**config.mk**
```make
export PLATFORM = sky130hd
export DESIGN_NAME = bracket_match_scanner
export DESIGN_NICKNAME = d
export VERILOG_FILES = /design/src/rtl/bms_pkg.sv /design/src/rtl/bracket_match_scanner.sv /design/src/rtl/bms_step.sv
export SDC_FILE = /design/constraint.sdc
export NUM_CORES = 1
export LEC_CHECK = 0
export ABC_AREA = 1
export BUFFER_PORTS_ARGS = -buffer_cell sky130_fd_sc_hd__buf_2
export CORE_UTILIZATION = 51
export DETAILED_ROUTE_END_ITERATION = 6
export PLACE_DENSITY = 0.78
export SKIP_LAST_GASP = 1
export SLEW_MARGIN = 20
export SYNTH_ARGS = -nofsm -noshare
export SYNTH_HDL_FRONTEND = slang
export SYNTH_SLANG_ARGS = --single-unit
```
**constraint.sdc**
```tcl
create_clock -name clk -period 2.58 [get_ports clk]
set_clock_uncertainty 0.05 [all_clocks]
set_input_delay 0.387 -clock clk [delete_from_list [all_inputs] [get_ports clk]]
set_output_delay 0.387 -clock clk [all_outputs]
set_load 0.02 [all_outputs]
```
**src/rtl/bms_pkg.sv**
```systemverilog
// Shared types, character codes and bracket helpers for the bracket match scanner.
package bms_pkg;

  localparam int POS_W   = 20;
  localparam int CH_W    = 16;
  localparam int DEPTH_W = 16;
  localparam int IN_TDATA_W  = 72;
  localparam int OUT_TDATA_W = 24;

  localparam logic [CH_W-1:0] CH_LPAREN = 16'h0028;
  localparam logic [CH_W-1:0] CH_RPAREN = 16'h0029;
  localparam logic [CH_W-1:0] CH_LBRACE = 16'h007B;
  localparam logic [CH_W-1:0] CH_RBRACE = 16'h007D;
  localparam logic [CH_W-1:0] CH_LSQ    = 16'h005B;
  localparam logic [CH_W-1:0] CH_RSQ    = 16'h005D;
  localparam logic [CH_W-1:0] CH_DQUOTE = 16'h0022;
  localparam logic [CH_W-1:0] CH_SQUOTE = 16'h0027;
  localparam logic [CH_W-1:0] CH_SLASH  = 16'h002F;
  localparam logic [CH_W-1:0] CH_STAR   = 16'h002A;
  localparam logic [CH_W-1:0] CH_NL     = 16'h000A;
  localparam logic [CH_W-1:0] CH_BSLASH = 16'h005C;

  typedef enum logic [4:0] {
    LX_NORMAL = 5'b00001,
    LX_STRING = 5'b00010,
    LX_CHAR   = 5'b00100,
    LX_LINE   = 5'b01000,
    LX_BLOCK  = 5'b10000
  } lex_t;

  typedef enum logic [2:0] {
    ST_SEARCH  = 3'd0,
    ST_FOUND   = 3'd1,
    ST_NOMATCH = 3'd2,
    ST_NOTBR   = 3'd3,
    ST_IDLE    = 3'd4
  } status_t;

  // Odd codes are opening brackets; each closer follows its opener.
  typedef enum logic [2:0] {
    KIND_NONE   = 3'd0,
    KIND_LPAREN = 3'd1,
    KIND_RPAREN = 3'd2,
    KIND_LBRACE = 3'd3,
    KIND_RBRACE = 3'd4,
    KIND_LSQ    = 3'd5,
    KIND_RSQ    = 3'd6
  } kind_t;

  typedef struct packed {
    logic              start_scan;
    logic [POS_W-1:0]  position;
    logic [CH_W-1:0]   ch;
    logic [CH_W-1:0]   ch_after;
    logic              has_after;
    logic [CH_W-1:0]   ch_before;
    logic              has_before;
    logic              last_in_scan;
  } item_t;

  typedef struct packed {
    lex_t               lex;
    logic [DEPTH_W-1:0] depth;
    kind_t              kind;
    logic               skip;
    logic               done;
  } scan_state_t;

  typedef struct packed {
    status_t           status;
    logic [POS_W-1:0]  match_position;
  } result_t;

  function automatic kind_t kind_of(logic [CH_W-1:0] c);
    kind_t k;
    k = KIND_NONE;
    if (c == CH_LPAREN) k = KIND_LPAREN;
    if (c == CH_RPAREN) k = KIND_RPAREN;
    if (c == CH_LBRACE) k = KIND_LBRACE;
    if (c == CH_RBRACE) k = KIND_RBRACE;
    if (c == CH_LSQ)    k = KIND_LSQ;
    if (c == CH_RSQ)    k = KIND_RSQ;
    return k;
  endfunction

  function automatic logic [CH_W-1:0] kind_char(kind_t k);
    logic [CH_W-1:0] c;
    unique case (k)
      KIND_LPAREN: c = CH_LPAREN;
      KIND_RPAREN: c = CH_RPAREN;
      KIND_LBRACE: c = CH_LBRACE;
      KIND_RBRACE: c = CH_RBRACE;
      KIND_LSQ:    c = CH_LSQ;
      KIND_RSQ:    c = CH_RSQ;
      default:     c = '0;
    endcase
    return c;
  endfunction

  function automatic kind_t partner_of(kind_t k);
    kind_t p;
    unique case (k)
      KIND_LPAREN: p = KIND_RPAREN;
      KIND_RPAREN: p = KIND_LPAREN;
      KIND_LBRACE: p = KIND_RBRACE;
      KIND_RBRACE: p = KIND_LBRACE;
      KIND_LSQ:    p = KIND_RSQ;
      KIND_RSQ:    p = KIND_LSQ;
      default:     p = KIND_NONE;
    endcase
    return p;
  endfunction

endpackage

```
**src/rtl/bracket_match_scanner.sv**
```systemverilog
// Top level of the bracket match scanner: input register, scan state and result register.
//
//  Channel | Ports                      | Contents
//  --------+----------------------------+------------------------------------------
//  input   | in_tvalid/tready/tdata/... | one character per transfer, scan order
//  result  | out_tvalid/tready/tdata    | one status per input transfer
//
//  Throughput is one character per cycle while out_tready is high; each result
//  passes through the input register, then the result register.
//  The scan state is updated in the same cycle a character moves into the
//  result register, so the following character sees it with no bubble.
//  Reset leaves the scanner idle with no scan running.
//  While out_tready is low the result holds, one more character is taken into
//  the input register, then in_tready drops.
module bracket_match_scanner
  import bms_pkg::*;
(
  input  logic                   clk,
  input  logic                   rst_n,
  input  logic                   in_tvalid,
  output logic                   in_tready,
  // position[19:0], ch[35:20], ch_after[51:36], has_after[52],
  // ch_before[68:53], has_before[69], zero[71:70]
  input  logic [IN_TDATA_W-1:0]  in_tdata,
  input  logic                   in_tuser,   // start_scan[0]
  input  logic                   in_tlast,   // last_in_scan
  output logic                   out_tvalid,
  input  logic                   out_tready,
  // status[2:0], match_position[22:3], zero[23]
  output logic [OUT_TDATA_W-1:0] out_tdata
);

  logic        s1_valid_r;
  item_t       s1_item_r;
  logic        out_valid_r;
  result_t     out_res_r;
  scan_state_t state_r;
  scan_state_t state_nxt;
  result_t     step_res;
  item_t       in_item;
  logic        s1_move;

  assign in_item = '{
    start_scan:   in_tuser,
    position:     in_tdata[19:0],
    ch:           in_tdata[35:20],
    ch_after:     in_tdata[51:36],
    has_after:    in_tdata[52],
    ch_before:    in_tdata[68:53],
    has_before:   in_tdata[69],
    last_in_scan: in_tlast
  };

  assign s1_move   = s1_valid_r && (!out_valid_r || out_tready);
  assign in_tready = !s1_valid_r || s1_move;

  bms_step u_step (
    .item (s1_item_r),
    .cur  (state_r),
    .nxt  (state_nxt),
    .res  (step_res)
  );

  always_ff @(posedge clk) begin
    if (!rst_n) begin
      s1_valid_r  <= 1'b0;
      out_valid_r <= 1'b0;
      state_r     <= '{lex: LX_NORMAL, depth: '0, kind: KIND_NONE, skip: 1'b0, done: 1'b1};
    end else begin
      if (in_tready) s1_valid_r <= in_tvalid;
      if (s1_move) begin
        out_valid_r <= 1'b1;
        state_r     <= state_nxt;
      end else if (out_tready) begin
        out_valid_r <= 1'b0;
      end
    end
  end

  // payload registers
  always_ff @(posedge clk) begin
    if (in_tready && in_tvalid) s1_item_r <= in_item;
    if (s1_move) out_res_r <= step_res;
  end

  assign out_tvalid = out_valid_r;
  assign out_tdata  = {1'b0, out_res_r.match_position, out_res_r.status};

`ifndef NO_ASSERTIONS
  a_run_has_kind: assert property (@(posedge clk) disable iff (!rst_n)
    !state_r.done |-> state_r.kind != KIND_NONE)
    else $error("scan running without a bracket kind");

  a_skip_forward: assert property (@(posedge clk) disable iff (!rst_n)
    state_r.skip |-> (!state_r.done && state_r.kind[0]))
    else $error("skip pending outside a forward scan");

  a_found_ends: assert property (@(posedge clk) disable iff (!rst_n)
    (s1_move && step_res.status == ST_FOUND) |=> (state_r.done && out_valid_r))
    else $error("match did not end the scan");

  a_stall_held: assert property (@(posedge clk) disable iff (!rst_n)
    !in_tready |-> (s1_valid_r && out_valid_r && !out_tready))
    else $error("input stalled without a full pipeline");
`endif

endmodule

```
**src/rtl/bms_step.sv**
```systemverilog
// Single-character scan step: lexical machine, nesting depth and result decode.
module bms_step
  import bms_pkg::*;
(
  input  item_t       item,
  input  scan_state_t cur,
  output scan_state_t nxt,
  output result_t     res
);

  always_comb begin
    logic            two;
    logic [CH_W-1:0] same_ch;
    logic [CH_W-1:0] target_ch;
    nxt       = cur;
    res       = '{status: ST_SEARCH, match_position: '0};
    two       = 1'b0;
    same_ch   = kind_char(cur.kind);
    target_ch = kind_char(partner_of(cur.kind));

    if (item.start_scan) begin
      nxt.lex   = LX_NORMAL;
      nxt.depth = '0;
      nxt.skip  = 1'b0;
      nxt.kind  = kind_of(item.ch);
      if (nxt.kind == KIND_NONE) begin
        nxt.done   = 1'b1;
        res.status = ST_NOTBR;
      end else begin
        nxt.done = item.last_in_scan;
      end
    end else if (cur.done || cur.kind == KIND_NONE) begin
      res.status = ST_IDLE;
    end else if (cur.skip) begin
      // drop the second half of a two-character token
      nxt.skip = 1'b0;
    end else begin
      unique case (cur.lex)
        LX_NORMAL: begin
          if (item.ch == CH_DQUOTE) begin
            nxt.lex = LX_STRING;
          end else if (item.ch == CH_SQUOTE) begin
            nxt.lex = LX_CHAR;
          end else if (item.ch == CH_SLASH && item.has_after) begin
            if (item.ch_after == CH_SLASH) begin
              nxt.lex = LX_LINE;
              two     = 1'b1;
            end else if (item.ch_after == CH_STAR) begin
              nxt.lex = LX_BLOCK;
              two     = 1'b1;
            end
          end else if (item.ch == same_ch) begin
            if (cur.depth != '1) nxt.depth = cur.depth + 1'b1;
          end else if (item.ch == target_ch) begin
            if (cur.depth == '0) begin
              res.status         = ST_FOUND;
              res.match_position = item.position;
              nxt.done           = 1'b1;
            end else begin
              nxt.depth = cur.depth - 1'b1;
            end
          end
        end
        LX_STRING: begin
          if (item.ch == CH_DQUOTE && (!item.has_before || item.ch_before != CH_BSLASH))
            nxt.lex = LX_NORMAL;
        end
        LX_CHAR: begin
          if (item.ch == CH_SQUOTE && (!item.has_before || item.ch_before != CH_BSLASH))
            nxt.lex = LX_NORMAL;
        end
        LX_LINE: begin
          if (item.ch == CH_NL) nxt.lex = LX_NORMAL;
        end
        LX_BLOCK: begin
          if (item.ch == CH_STAR && item.has_after && item.ch_after == CH_SLASH) begin
            nxt.lex = LX_NORMAL;
            two     = 1'b1;
          end
        end
        default: nxt.lex = LX_NORMAL;
      endcase
      // skip only on forward scans (opening bracket kinds are odd)
      if (two && cur.kind[0]) nxt.skip = 1'b1;
    end

    if (res.status == ST_SEARCH && item.last_in_scan) begin
      res.status = ST_NOMATCH;
      nxt.done   = 1'b1;
      nxt.skip   = 1'b0;
    end
  end

endmodule
```
* Word-level counts from Yosys, hierarchy flattened
Index checks and enable logic that the tools add are counted.
** Storage, ports and cells
- Register bits :: 123
- Input port bits :: 78
- Output and inout port bits :: 26
- Word-level logic and storage cells :: 175
** Operators by class
- Add/sub/neg operators :: 2
- Equal/unequal tests :: 53
- Muxes and demuxes :: 68
- Bitwise operators :: 3
- Reduce and logical (&&, ||, !) cells :: 32
** Operators by type and width (count)
- 23-bit 2-to-1 mux :: 6
- 16-bit by 6-bit == test with 1-bit output, second input constant :: 8
- 16-bit 2-to-1 mux :: 8
- 21-bit 2-to-1 mux :: 5
- 7-bit case mux with 6 select lines :: 2
- 16-bit by 7-bit == test with 1-bit output, second input constant :: 4
- 5-bit 2-to-1 mux :: 9
- 16-bit by 7-bit == test with 1-bit output :: 2
- 5-bit case mux with 5 select lines :: 1
- 1-bit 2-to-1 mux :: 23
- 10-bit AND reduction :: 2
- 3-bit == test, second input constant :: 6
- 3-bit 2-to-1 mux :: 6
- 3-bit by 2-bit inequality test with 1-bit output, second input constant :: 6
- 3-bit inequality test, second input constant :: 6
- 3-bit case mux with 6 select lines :: 1
- 16-bit by 1-bit adder with 16-bit output, second input constant :: 1
- 16-bit by 4-bit == test with 1-bit output, second input constant :: 1
- 16-bit zero test :: 1
- 16-bit inequality test, second input constant :: 1
- 16-bit by 7-bit inequality test with 1-bit output, second input constant :: 1
- 16-bit by 1-bit subtractor with 16-bit output, second input constant :: 1
- 3-bit by 2-bit == test with 1-bit output, second input constant :: 4
- 2-bit 2-to-1 mux :: 6
- 20 further kinds :: 47

* Logic depth before layout (Yosys ltp)
Gate-level depths: netlist (run 1).
- Word-level depth :: 18
- Gate-level depth with buffers :: 23
- Mapped depth without buffers :: 23

* By module
From an unflattened synthesis (run 1), not the netlist that was laid out.
** Unflattened totals
- Cells, all modules :: 832
- Area total of the unflattened synthesis :: 6671.4 um^2
** By module, submodules not included
- bracket_match_scanner :: instances 1, cells an instance 276, area an instance 4161.5 um^2, seq. area each 3413.3 um^2
- bms_step :: instances 1, cells an instance 556, area an instance 2509.9 um^2, seq. area each 0.0 um^2

* Worst setup path after synthesis (run 1)
OpenSTA, ideal clock, no wires.
- Path kind :: flip-flop to flip-flop
- From :: reg s1_item_r[50] in the netlist's numbering
- To :: reg state_r[14] in the netlist's numbering
- Library setup time :: 0.070 ns
- Arrival :: 2.680 ns
- Data required time :: 2.460 ns
- Setup slack :: -0.221 ns
- Cell stages (with the launch flop) :: 18
- Buffers on the path :: 0
- Period minus slack after synthesis :: 2.801 ns
- Cells stage by stage :: edfxtp_1 nor2_1 nand2_1 nor2_2 nand2_1 nor2_1 and2_4 nand2_4 ha_1 nand2_1 o21ai_0 nand2_1 nand2_1 a31oi_1 xor2_1 nor2_1 nand3_1 a21oi_1
** Between the ends
- Word-level cells in the longest chain between the ends :: 9
- Elaborated cells between the ends (all ways) :: 21
- Classes of those cells :: eq/ne (10); mux (8); reduce/logical (3)
** RTL lines
- start: declaration :: line bracket_match_scanner.sv:34 : item_t s1_item_r;
- start signal: assignment :: line bracket_match_scanner.sv:82 : if (in_tready && in_tvalid) s1_item_r <= in_item;
- 16-bit by 7-bit == test with 1-bit output :: line bms_step.sv:52 : end else if (item.ch == same_ch) begin
- 16-bit 2-to-1 mux :: line bms_step.sv:52
- 16-bit 2-to-1 mux :: line bms_step.sv:44 : end else if (item.ch == CH_SLASH && item.has_after) begin
- 16-bit 2-to-1 mux :: line bms_step.sv:42 : end else if (item.ch == CH_SQUOTE) begin
- 16-bit 2-to-1 mux :: line bms_step.sv:40 : if (item.ch == CH_DQUOTE) begin
- 16-bit 2-to-1 mux :: line bms_step.sv:38 : unique case (cur.lex)
- 21-bit 2-to-1 mux :: line bms_step.sv:34 : end else if (cur.skip) begin
- 21-bit 2-to-1 mux :: line bms_step.sv:32 : end else if (cur.done || cur.kind == KIND_NONE) begin
- 21-bit 2-to-1 mux :: line bms_step.sv:21 : if (item.start_scan) begin
- end signal: assignment :: line bracket_match_scanner.sv:68 : state_r <= '{lex: LX_NORMAL, depth: '0, kind: KIND_NONE, skip: 1'b0, done: 1'b1};
- end signal: assignment :: line bracket_match_scanner.sv:73 : state_r <= state_nxt;
- end: declaration :: line bracket_match_scanner.sv:37 : scan_state_t state_r;
Several ways; a longest one is shown, not always the timed one. The select of a mux whose other input is x is not followed.
A chain may end at the register's enable or synchronous reset.

* Worst setup path after layout (run 1)
- From :: reg state_r[2] in the netlist's numbering
- To :: reg state_r[18] in the netlist's numbering
** Between the ends
- Word-level cells in the longest chain between the ends :: 11
- Elaborated cells between the ends (all ways) :: 32
- Classes of those cells :: eq/ne (17); mux (11); reduce/logical (4)
** RTL lines
- 3-bit == test (tied with other cells) :: line bms_pkg.sv:88, bms_pkg.sv:102
- 7-bit case mux with 6 select lines :: line bms_pkg.sv:88 : unique case (k)
- 16-bit by 7-bit == test with 1-bit output :: line bms_step.sv:52
- 16-bit 2-to-1 mux :: line bms_step.sv:52
- 16-bit 2-to-1 mux :: line bms_step.sv:44
- 16-bit 2-to-1 mux :: line bms_step.sv:42
- 16-bit 2-to-1 mux :: line bms_step.sv:40
- 16-bit 2-to-1 mux :: line bms_step.sv:38
- 21-bit 2-to-1 mux :: line bms_step.sv:34
- 21-bit 2-to-1 mux :: line bms_step.sv:32
- 21-bit 2-to-1 mux :: line bms_step.sv:21
Several ways; a longest one is shown, not always the timed one. The select of a mux whose other input is x is not followed.

==> reports/results.txt, run 1 <==
The clock passes through at most 2 buffers. Synthesis instantiated 42 different standard cells from the library. The final count of negative-setup-slack endpoints came out at 40. The multiplexer share of the synthesized area works out to 0%. Measured along the x axis, the die boundary spans 111 µm.

The later pin in the worst-skew pair is clocked with a latency of 0.41 ns. Number of standard-cell rows in the floorplan: 39. The adder and majority gate portion of the synthesized area is 3.22%. For the area of the core region, the log shows 0.0115 mm².

Relative to the synthesized area, the layout overhead comes to 38.9%. The repair_antennas step left the layout with diodes totalling 0. The Yosys step of the flow raised 0 warnings. After detailed placement, the total cell area comes to 0.00723 mm². The run gives -0.323 ns as the worst path setup slack after routing.

Worst-path cell with the longest stage delay: sky130_fd_sc_hd__dfxtp_4. At the end of routability-driven placement, the weighted congestion stood at 0.911. The tools report the maximum resistive drop on vdd as 0.580 mV. Ranked by instance count, the synthesized netlist is headed by 122 x sky130_fd_sc_hd__nand2_1, 100 x sky130_fd_sc_hd__nor2_1, 95 x sky130_fd_sc_hd__edfxtp_1.

Dividing the final minimum period by the clock period gives 113%. The logs give 14.7 mm for the total wirelength of the detailed-routed design and 73.1% for the utilization of the core after routing. The number of buffers and inverters on the critical path is 9. Input and output buffers added on the ports amount to 100.

TritonCTS built the clock tree. Of the total synthesized cell area, the portion taken by AND, OR, NAND and NOR gates is 25.5%. After synthesis, the share of flip-flops with an asynchronous set or reset is 0%. In the final routed layout, each cell accounts on average for 14.7 µm. After detailed routing, the number of vias per cell comes to 5.30. OpenSTA, run right after detailed placement, puts the worst setup slack at -0.517 ns. The run finished, with violations left. For this run, the slowest stage of the critical path takes 0.38 ns. Cell family with the largest share of critical-path delay: buffers and inverters. The floorplan step defined a die boundary enclosing 0.0123 mm². The final reports fail on DRC, setup timing.

The worst hold path belongs to the class input port to flop. The first-pass iteration count of the detailed router was 7. The maximum operating frequency is 344 MHz, and the CTS clock-pin slew for the worst setup and hold paths is 0.06 ns.

The critical path endpoint category is a flop. Maximum fanout along the worst path: 8. In the post-synthesis netlist, the cell with the most instances is sky130_fd_sc_hd__nand2_1. Master cell of the clock root buffer: sky130_fd_sc_hd__clkbuf_16. Summing every instance area after synthesis gives 0.00606 mm².

The share of layout cells above drive strength 1 works out to 34.5%. The tools report the number of global-route vias before repair as 5150. The synthesized netlist cell count was 665; the number of clock sinks was 123. After the last flow step, the layout net total stands at 941. The first global-routing pass estimated 23.3 mm of wire.

The sum of internal, switching and leakage power was 0.00522 W; the number of flops mapped to enable cells by yosys was 95. The combinational family with the most area after synthesis is simple AND/OR/NAND/NOR gates. The number of levels the H-tree was split into was 4; the worst endpoint data arrival time was 3.19 ns. Of the post-synthesis cell area, the dominant cell type holds 47.1%.

The hold violation total from the final report came out at 0. The most common cell type on the critical path was sky130_fd_sc_hd__buf_4. After Yosys synthesis, XOR and XNOR cells account for 2.17% of the synthesized area. The detailed router finished its first iteration with 388 violations. Setup repair after global routing could not meet its margin everywhere.

For the synthesized net count, the log shows 758. For the worst path required time, the log shows 2.86 ns. The critical path is of the flop to flop type. Walking the worst path, the cells encountered are buf_6 -> nand3_1 -> nand2_1 -> nand2_1 -> nand2_2 -> buf_4 -> buf_4 -> buf_4 -> buf_4 -> buf_4 -> buf_4 -> buf_4 -> nor2_4 -> nand3_1 -> nand3_1 -> nand3_2 -> nor2_4 -> buf_6 -> nand3_1 -> a21oi_2. In the global route stage, overall resource usage came out at 23.8%. Final number of max-transition violations: 0. The initial antenna violation count is 0. The height of the die was 111 µm; the total of hold buffers inserted after clock tree synthesis was 0. The run gives 9.69 mm as the detailed placer's ending HPWL. Sorting the synthesized cells by area gives the leading types as sky130_fd_sc_hd__edfxtp_1 47%, sky130_fd_sc_hd__dfxtp_1 9.2%, sky130_fd_sc_hd__nand2_1 7.6%, sky130_fd_sc_hd__nand3_1 6.2%, sky130_fd_sc_hd__nor2_1 6.2%.

Dividing total power by cell area gives a power density of 620 mW/mm². The reported max-cap violation count came out at 0. The commonest register cell after synthesis was sky130_fd_sc_hd__edfxtp_1. The smallest clock period supported by the final layout is computed as 2.90 ns. With fillers left out, the area of the finished cells amounts to 0.00842 mm².

In this run the static leakage power is 3.78 nW. The largest net degree at the start of global routing was 40; the area fraction in compound gates after synthesis was 6.26%. The synthesized area per cell is 9.11 µm², and the number of register bits inferred by synthesis is 123. The worst setup path is launched from a flop. After synthesis, flip-flops and latches occupy 56.3% of the total area. In this run the count of I/O pins placed on the die edge is 104. The number of buffers added by the clock tree synthesis step came out at 17. The detail route stage leaves a number of antenna-violating nets equal to 0. Summed over all instances, the cell type with the most area after synthesis is sky130_fd_sc_hd__edfxtp_1.

For this run, design rule violations remaining after detail routing come to 10. Summed over all layers, the global routing overflow is 0. The headroom to the max-slew limit was 48.7%; the initial core utilization was 52.6%. Via total after detailed routing: 5324. The slew at the pin closest to its max-slew limit came out at 0.768 ns.
## per-stage QoR
step	TNS, ns	std cells	hold WS (ns)
3_5_place_dp	-5.22	948	0.408
5_1_grt	-14.24	1004	0.0829
6_report	-8.59	1004	0.0943
2_1_floorplan	-0.0417	665	0.380
3_3_place_gp	-3.70	948	0.399
4_1_cts	-2.75	994	0.0790
## where the power goes
part / internal [W] / switching (W)
registers: 0.00223 / 0.0000423
clock network: 0.00152 / 0.000861
logic: 0.000238 / 0.000321
total: 0.00399 / 0.00122
## what timing repair did
item,in CTS,in global routing
pin swaps,39,25
gates resized for setup,48,32
buffers inserted,14,9
endpoints found under the setup margin,14,40
gates cloned,0,1
## worst paths after layout
check	depth (start not counted)	startpoint	slack, ns	endpoint
max	20	state_r[2]$_SDFFE_PN0P_	-0.32	state_r[18]$_SDFFE_PN0P_
max reg2reg	20	state_r[2]$_SDFFE_PN0P_	-0.32	state_r[18]$_SDFFE_PN0P_
min	1	in_tdata[57]	0.09	s1_item_r[6]$_DFFE_PP_
min reg2reg	2	state_r[0]$_SDFFE_PN1P_	0.43	state_r[0]$_SDFFE_PN1P_
## cell type report
| type | count | area (µm²) |
|---|---|---|
| Inverter | 86 | 329 |
| Multi-Input combinational cell | 443 | 2710 |
| Timing Repair Buffer | 177 | 1180 |
| Clock inverter | 14 | 170 |
| Clock buffer | 18 | 429 |
| Sequential cell | 123 | 3420 |
| Tap cell | 143 | 179 |
| Fill cell | 746 | 3100 |
## metal layers
| layer | up-vias | routed length, µm | GRT usage (%) | share of wire, % |
|---|---|---|---|---|
| li1 | 2605 | - | - | - |
| met1 | 2469 | 6160 | 28.5 | 42 |
| met2 | 225 | 7310 | 41.6 | 50 |
| met3 | 25 | 995 | 5.85 | 6.8 |
| met4 | 0 | 260 | 8.74 | 1.8 |
| met5 | - | 0 | 0 | 0 |
## flip-flops by register name, indices dropped and copies added (netlist names)
name,count
out_tdata,23
out_tvalid,1
s1_item_r,72
s1_valid_r,1
state_r,26
## cell usage in the layout (no fill, tap or decap), types with 4 or more instances in the layout
cell	count
sky130_fd_sc_hd__edfxtp_1	95
sky130_fd_sc_hd__xor2_1	8
sky130_fd_sc_hd__nor3_1	11
sky130_fd_sc_hd__buf_12	5
sky130_fd_sc_hd__nand3_2	5
sky130_fd_sc_hd__clkinvlp_4	5
sky130_fd_sc_hd__xnor2_1	6
sky130_fd_sc_hd__nor2_4	7
sky130_fd_sc_hd__a21oi_1	27
sky130_fd_sc_hd__a21oi_2	4
sky130_fd_sc_hd__clkbuf_16	18
sky130_fd_sc_hd__buf_2	100
sky130_fd_sc_hd__a21o_1	4
sky130_fd_sc_hd__nand2_2	13
sky130_fd_sc_hd__nand4_1	10
sky130_fd_sc_hd__inv_1	75
sky130_fd_sc_hd__nor2_2	7
sky130_fd_sc_hd__nand3_1	69
sky130_fd_sc_hd__nand2_1	110
sky130_fd_sc_hd__nor4_1	6
sky130_fd_sc_hd__dfxtp_1	25
sky130_fd_sc_hd__o21ai_0	7
sky130_fd_sc_hd__inv_2	7
sky130_fd_sc_hd__ha_4	14
sky130_fd_sc_hd__buf_4	67
sky130_fd_sc_hd__nor2_1	92
## kinds of logic after synthesis
kind of cell,count (synthesis)
AND/OR/NAND/NOR,347
buffers and inverters,99
other,1
XOR/XNOR,15
AO/OA/AOI/OAI,65
adder cells (fa/ha/maj),15
flip-flops,123
(Power assumes the default switching activity.)
==> run 2, diff against run 1 <==
--- a/config.mk
+++ b/config.mk
@@ -5,9 +5,9 @@
 export SDC_FILE = /design/constraint.sdc
 export NUM_CORES = 1
 export LEC_CHECK = 0
-export ABC_AREA = 1
 export BUFFER_PORTS_ARGS = -buffer_cell sky130_fd_sc_hd__buf_2
-export CORE_UTILIZATION = 51
+export CAP_MARGIN = 20
+export CORE_UTILIZATION = 50
 export DETAILED_ROUTE_END_ITERATION = 6
 export PLACE_DENSITY = 0.78
 export SKIP_LAST_GASP = 1
==> constraint.sdc (replaced) <==
create_clock -name clk -period 2.58 [get_ports clk]
set_clock_uncertainty 0.05 [all_clocks]
set_input_delay 0.387 -clock clk [delete_from_list [all_inputs] [get_ports clk]]
set_output_delay 0.387 -clock clk [all_outputs]
set_load 0.1 [all_outputs]
==> run 2 against run 1 <==
The flow finishes with violations (hold timing, setup timing). Sequential share of layout area fell by 1.5 points. Combinational power fell by 19%. Register-to-register slack got worse by 1.0 ns. Utilization rose by 7.5 points. Global-route usage rose by 4.2 points. Die area fell by 6.3%. Highest routed layer unchanged.
==> reports/results.txt, run 2 <==
The non-filler instance count after layout was 894 (-11%). The run gives 73 (+83%) as the largest net degree at the start of global routing. The longest individual stage delay on the worst path was 0.55 ns (+0.17 ns); the final setup TNS was -20.57 ns (-11.99 ns). The height of the die works out to 107 µm (-3.2%). The post-synthesis simple-gate area fraction is 18.6% (-6.9 points), and the global-route usage over all layers is 28.0% (+4.2 points). The initial antenna violation count was 0 (unchanged); the worst endpoint data arrival time was 4.30 ns (+1.11 ns). The worst path setup slack after routing was -1.35 ns (-1.03 ns); the cell area power density was 563 mW/mm² (-9.2%). The clock latency of the later-clocked register in the worst-skew pair is 0.54 ns (+0.13 ns). The finished layout cell area was 0.00874 mm² (+3.8%); the area growth from synthesis to layout was 57.2%.

Among all stages on the critical path, the largest delay is contributed by sky130_fd_sc_hd__or4_4. The library cell used most frequently in the layout, excluding fill and tap cells, is sky130_fd_sc_hd__buf_2. The run gives 39.0% (-9.7 points) as the headroom to the max-slew limit. The logs give 59 (+40%) for the distinct cell type count after synthesis and 44 (+10%) for the final count of negative-setup-slack endpoints. The adder and majority gate portion of the synthesized area was 3.51% (+0.29 points); the global-route wire length before repair was 24.4 mm (+4.6%). The startpoint of the most critical register-to-register path is s1_item_r[46]$_DFFE_PP_. The worst reg2reg path depth is 15 (-25%), and the final number of max-transition violations is 0 (unchanged). The via total after detailed routing was 5184 (-2.6%). The tools report the maximum operating frequency as 254 MHz (-26%).

The tools report the I/O pin total as 104 (unchanged). The tools report the master cell of the clock root buffer as sky130_fd_sc_hd__clkbuf_8. The worst setup path is captured at a flop. Total number of nets in the final design: 835 (-11%). The critical path goes through or4_4 -> or2_4 -> nor3_4 -> nand3_2 -> buf_4 -> or2_4 -> ha_4 -> o21a_1 -> o31a_1 -> o41a_1 -> a41o_1 -> o41ai_4 -> buf_4 -> xor2_1 -> o21ai_1. The worst hold path terminates at s1_item_r[59]$_DFFE_PP_. The area fraction in compound gates after synthesis is 10.9% (+4.7 points). The tools report the clock network fraction of total power as 44.8% (-0.9 points). By instance count, the leading cell after synthesis is sky130_fd_sc_hd__edfxtp_1.

Number of flops mapped to enable cells by yosys: 95 (unchanged). By area, the combinational part of the netlist is dominated by simple AND/OR/NAND/NOR gates. In this run the worst hold path is classified as input port to flop. Setup repair after global routing could not meet its margin everywhere.

Total overflow reported by the global router: 0 (unchanged). The area of the mapped netlist is 0.00556 mm² (-8.3%), and the power share of the combinational group is 9.2% (-1.5 points). Synthesized netlist cell count: 467 (-30%).

The largest total area in the synthesized netlist belongs to sky130_fd_sc_hd__edfxtp_1. The maximum fanout along the worst path was 4 (-4). The CTS clock-pin slew for the worst setup and hold paths works out to 0.06 ns (about the same).

TritonCTS built the clock tree. The run gives 0 (unchanged) as the post-detailed-route count of antenna-violating nets. The reported max-cap violation count came out at 0 (unchanged).

After synthesis, the cell types taking the most area are sky130_fd_sc_hd__edfxtp_1 51%, sky130_fd_sc_hd__dfxtp_1 10%, sky130_fd_sc_hd__ha_1 3.2%, sky130_fd_sc_hd__o21ai_0 2.7%, sky130_fd_sc_hd__nand2_1 2.6%. The post-layout minimum cycle time came out at 3.93 ns (+1.03 ns). The fraction of synthesized cell area in xor and xnor cells was 2.99% (+0.83 points); the total wirelength of the detailed-routed design was 17.4 mm (+18%).

The share of synthesized flip-flops with an asynchronous set or reset is 0% (unchanged). The run gives 2.95 ns (+0.09 ns) as the worst path required time. The share of the clock period used by the worst path was 152% (+40 points). The run gives 0 (-10) as the residual DRC count.

For the first-pass iteration count of the detailed router, the log shows 6 (-1). The net load switching power came out at 0.00123 W (+0.86%). The synthesized net count came out at 560 (-26%). In this run the critical register-to-register path is captured at state_r[17]$_SDFFE_PN0P_. The fraction of power spent switching nets was 25.1% (+1.6 points).

The width of the chip is 107 µm (-3.2%). s1_item_r holds more flip-flops than any other register. The setup slack on the worst flop-to-flop path was -1.35 ns (-1.03 ns).

Category of the critical setup timing path: flop to flop. The fraction of power consumed by sequential logic came out at 46.0% (+2.4 points). The detailed placer's ending HPWL was 8.35 mm (-14%). The synthesized area per cell was 11.9 µm² (+31%); the area after detailed placement was 0.00685 mm² (-5.3%). The run finished, with violations left.

The number of placed instances, taps included is 764 (-19%). The tools report the number of global-route vias before repair as 5090 (-1.2%). The logs give 0.433 mV (-25%) for the maximum resistive drop on vdd and 0.870 (-4.6%) for the placer's final routability congestion estimate. Number of clock sinks: 123 (unchanged). The total internal power was 0.00368 W (-7.8%).

The flip-flop count of the largest register after layout is 72 (unchanged). The top-area cell type share of the netlist area is 51.3% (+4.2 points), and the maximum root-to-sink buffer count is 2 (unchanged). The run gives 0 (unchanged) as the number of antenna repair diodes.

The final reports fail on hold timing, setup timing. The logs give 0.0108 mm² (-5.9%) for the area of the core region and 3.49 nW (-7.6%) for the static leakage power. The multiplexer share of the synthesized area was 0.360% (+0.36 points); the hold violation total from the final report was 2 (+2). The number of register bits inferred by synthesis is 123 (unchanged), and the number of buffers added by the clock tree synthesis step is 17 (unchanged).

Initial core utilization: 51.3% (-1.3 points). For the starting DRC count in detailed routing, the log shows 412 (+6.2%). The worst setup path is launched from a flop.

The tools report the utilization of the core after routing as 80.6% (+7.5 points). The routed wirelength normalized by instance count is 19.4 µm (+32%), and the worst slack on hold paths is -0.00543 ns (-0.0998 ns). The share of layout cells above drive strength 1 was 43.0% (+8.5 points); the count of cells along the worst hold path was 1 (unchanged).

The die outline area was 0.0115 mm² (-6.3%). The slew at the pin closest to its max-slew limit came out at 0.915 ns (+0.147 ns). In the layout the commonest cells are 100 x sky130_fd_sc_hd__buf_2, 95 x sky130_fd_sc_hd__edfxtp_1, 85 x sky130_fd_sc_hd__buf_4. The tools report the total of warnings raised by yosys as 0 (unchanged). The average vias per placed instance was 5.80 (+9.4%); the number of levels the H-tree was split into was 4 (unchanged). The number of port buffers came out at 100 (unchanged). The commonest cells after synthesis are 95 x sky130_fd_sc_hd__edfxtp_1, 38 x sky130_fd_sc_hd__nand2_1, 30 x sky130_fd_sc_hd__o21ai_0. In this run the most critical hold path is launched from in_tdata[8]. The share of synthesized area occupied by flip-flops and latches was 61.4% (+5.1 points). The number of standard-cell rows in the floorplan was 38 (-2.6%).

For this run, the leading register cell type out of synthesis is sky130_fd_sc_hd__edfxtp_1.
[run 2: cell types whose count changed after synthesis, moves of 10 or more]
cell	before	now
sky130_fd_sc_hd__nand2_1	122	38
sky130_fd_sc_hd__nor2_1	100	24
sky130_fd_sc_hd__inv_1	80	13
sky130_fd_sc_hd__nand3_1	75	11
sky130_fd_sc_hd__and2_1	0	22
sky130_fd_sc_hd__o21ai_0	11	30
sky130_fd_sc_hd__a21oi_1	34	17
sky130_fd_sc_hd__nor2b_1	0	11
sky130_fd_sc_hd__nor4_1	7	17
[run 2: critical path: cells and delay by family (launching register included)]
kind            cells  cell delay, ns
flops               1            0.37
compound gates      6            1.27
buf+inv             2            0.33
xor+xnor            1            0.14
fa+ha+maj           1            0.24
simple gates        5            1.39
[run 2: area by class of cell]
type | count | area (µm²)
Fill cell | 563 | 2100
Clock buffer | 17 | 414
Tap cell | 140 | 175
Timing Repair Buffer | 272 | 2040
Sequential cell | 123 | 3420
Clock inverter | 14 | 121
Inverter | 13 | 51.3
Multi-Input combinational cell | 315 | 2510
[run 2: cell families after synthesis]
logic type               count (synthesis)
other                                    1
AND/OR/NAND/NOR                        186
XOR/XNOR                                19
multiplexers                             2
buffers and inverters                   30
AO/OA/AOI/OAI                           91
adder cells (fa/ha/maj)                 15
flip-flops                             123
[run 2: how the worst max path moves through the flow]
stage	startpoint	to
detailed placement	s1_item_r[45]$_DFFE_PP_	state_r[19]$_SDFFE_PN0P_
global placement	s1_item_r[45]$_DFFE_PP_	state_r[19]$_SDFFE_PN0P_
global route	s1_item_r[43]$_DFFE_PP_	state_r[17]$_SDFFE_PN0P_
CTS	s1_item_r[45]$_DFFE_PP_	state_r[17]$_SDFFE_PN0P_
floorplan	s1_item_r[45]$_DFFE_PP_	state_r[19]$_SDFFE_PN0P_
finish	s1_item_r[46]$_DFFE_PP_	state_r[17]$_SDFFE_PN0P_
[run 2: timing repair]
action / in CTS / in global routing
endpoints found under the hold margin: 66 / 2
pin swaps: 29 / 56
resized for setup: 39 / 69
setup endpoints to repair: 43 / 44
hold buffers: 66 / 2
cloned: 1 / 2
buffers inserted: 18 / 11
[run 2: layer usage]
layer  up-vias  part of all wire, %  routed length [µm]  global-route usage (%)
met5         -                    0                   0                       0
li1       2328                    -                   -                       -
met4         0                  5.2                 896                    14.6
met1      2457                   36                6170                    30.3
met3        90                  7.0                1210                    5.93
met2       309                   52                9100                    51.3
[run 2: metrics by stage]
stage | power [W] | hold slack [ns] | setup slack [ns]
after floorplan | 0.00250 | 0.403 | -1.13
after global placement | 0.00261 | 0.427 | -1.25
after detailed placement | 0.00263 | 0.432 | -1.30
after CTS | 0.00483 | 0.000811 | -1.20
after global routing | 0.00504 | -0.0127 | -1.49
final | 0.00492 | -0.00543 | -1.35
[run 2: power groups by stage]
stage	clock, W	combinational [W]	sequential, W
global route	0.00230	0.000473	0.00227
floorplan	0	0.000107	0.00239
global placement	0	0.000323	0.00229
detailed placement	0	0.000330	0.00230
finish	0.00220	0.000453	0.00226
CTS	0.00215	0.000420	0.00225
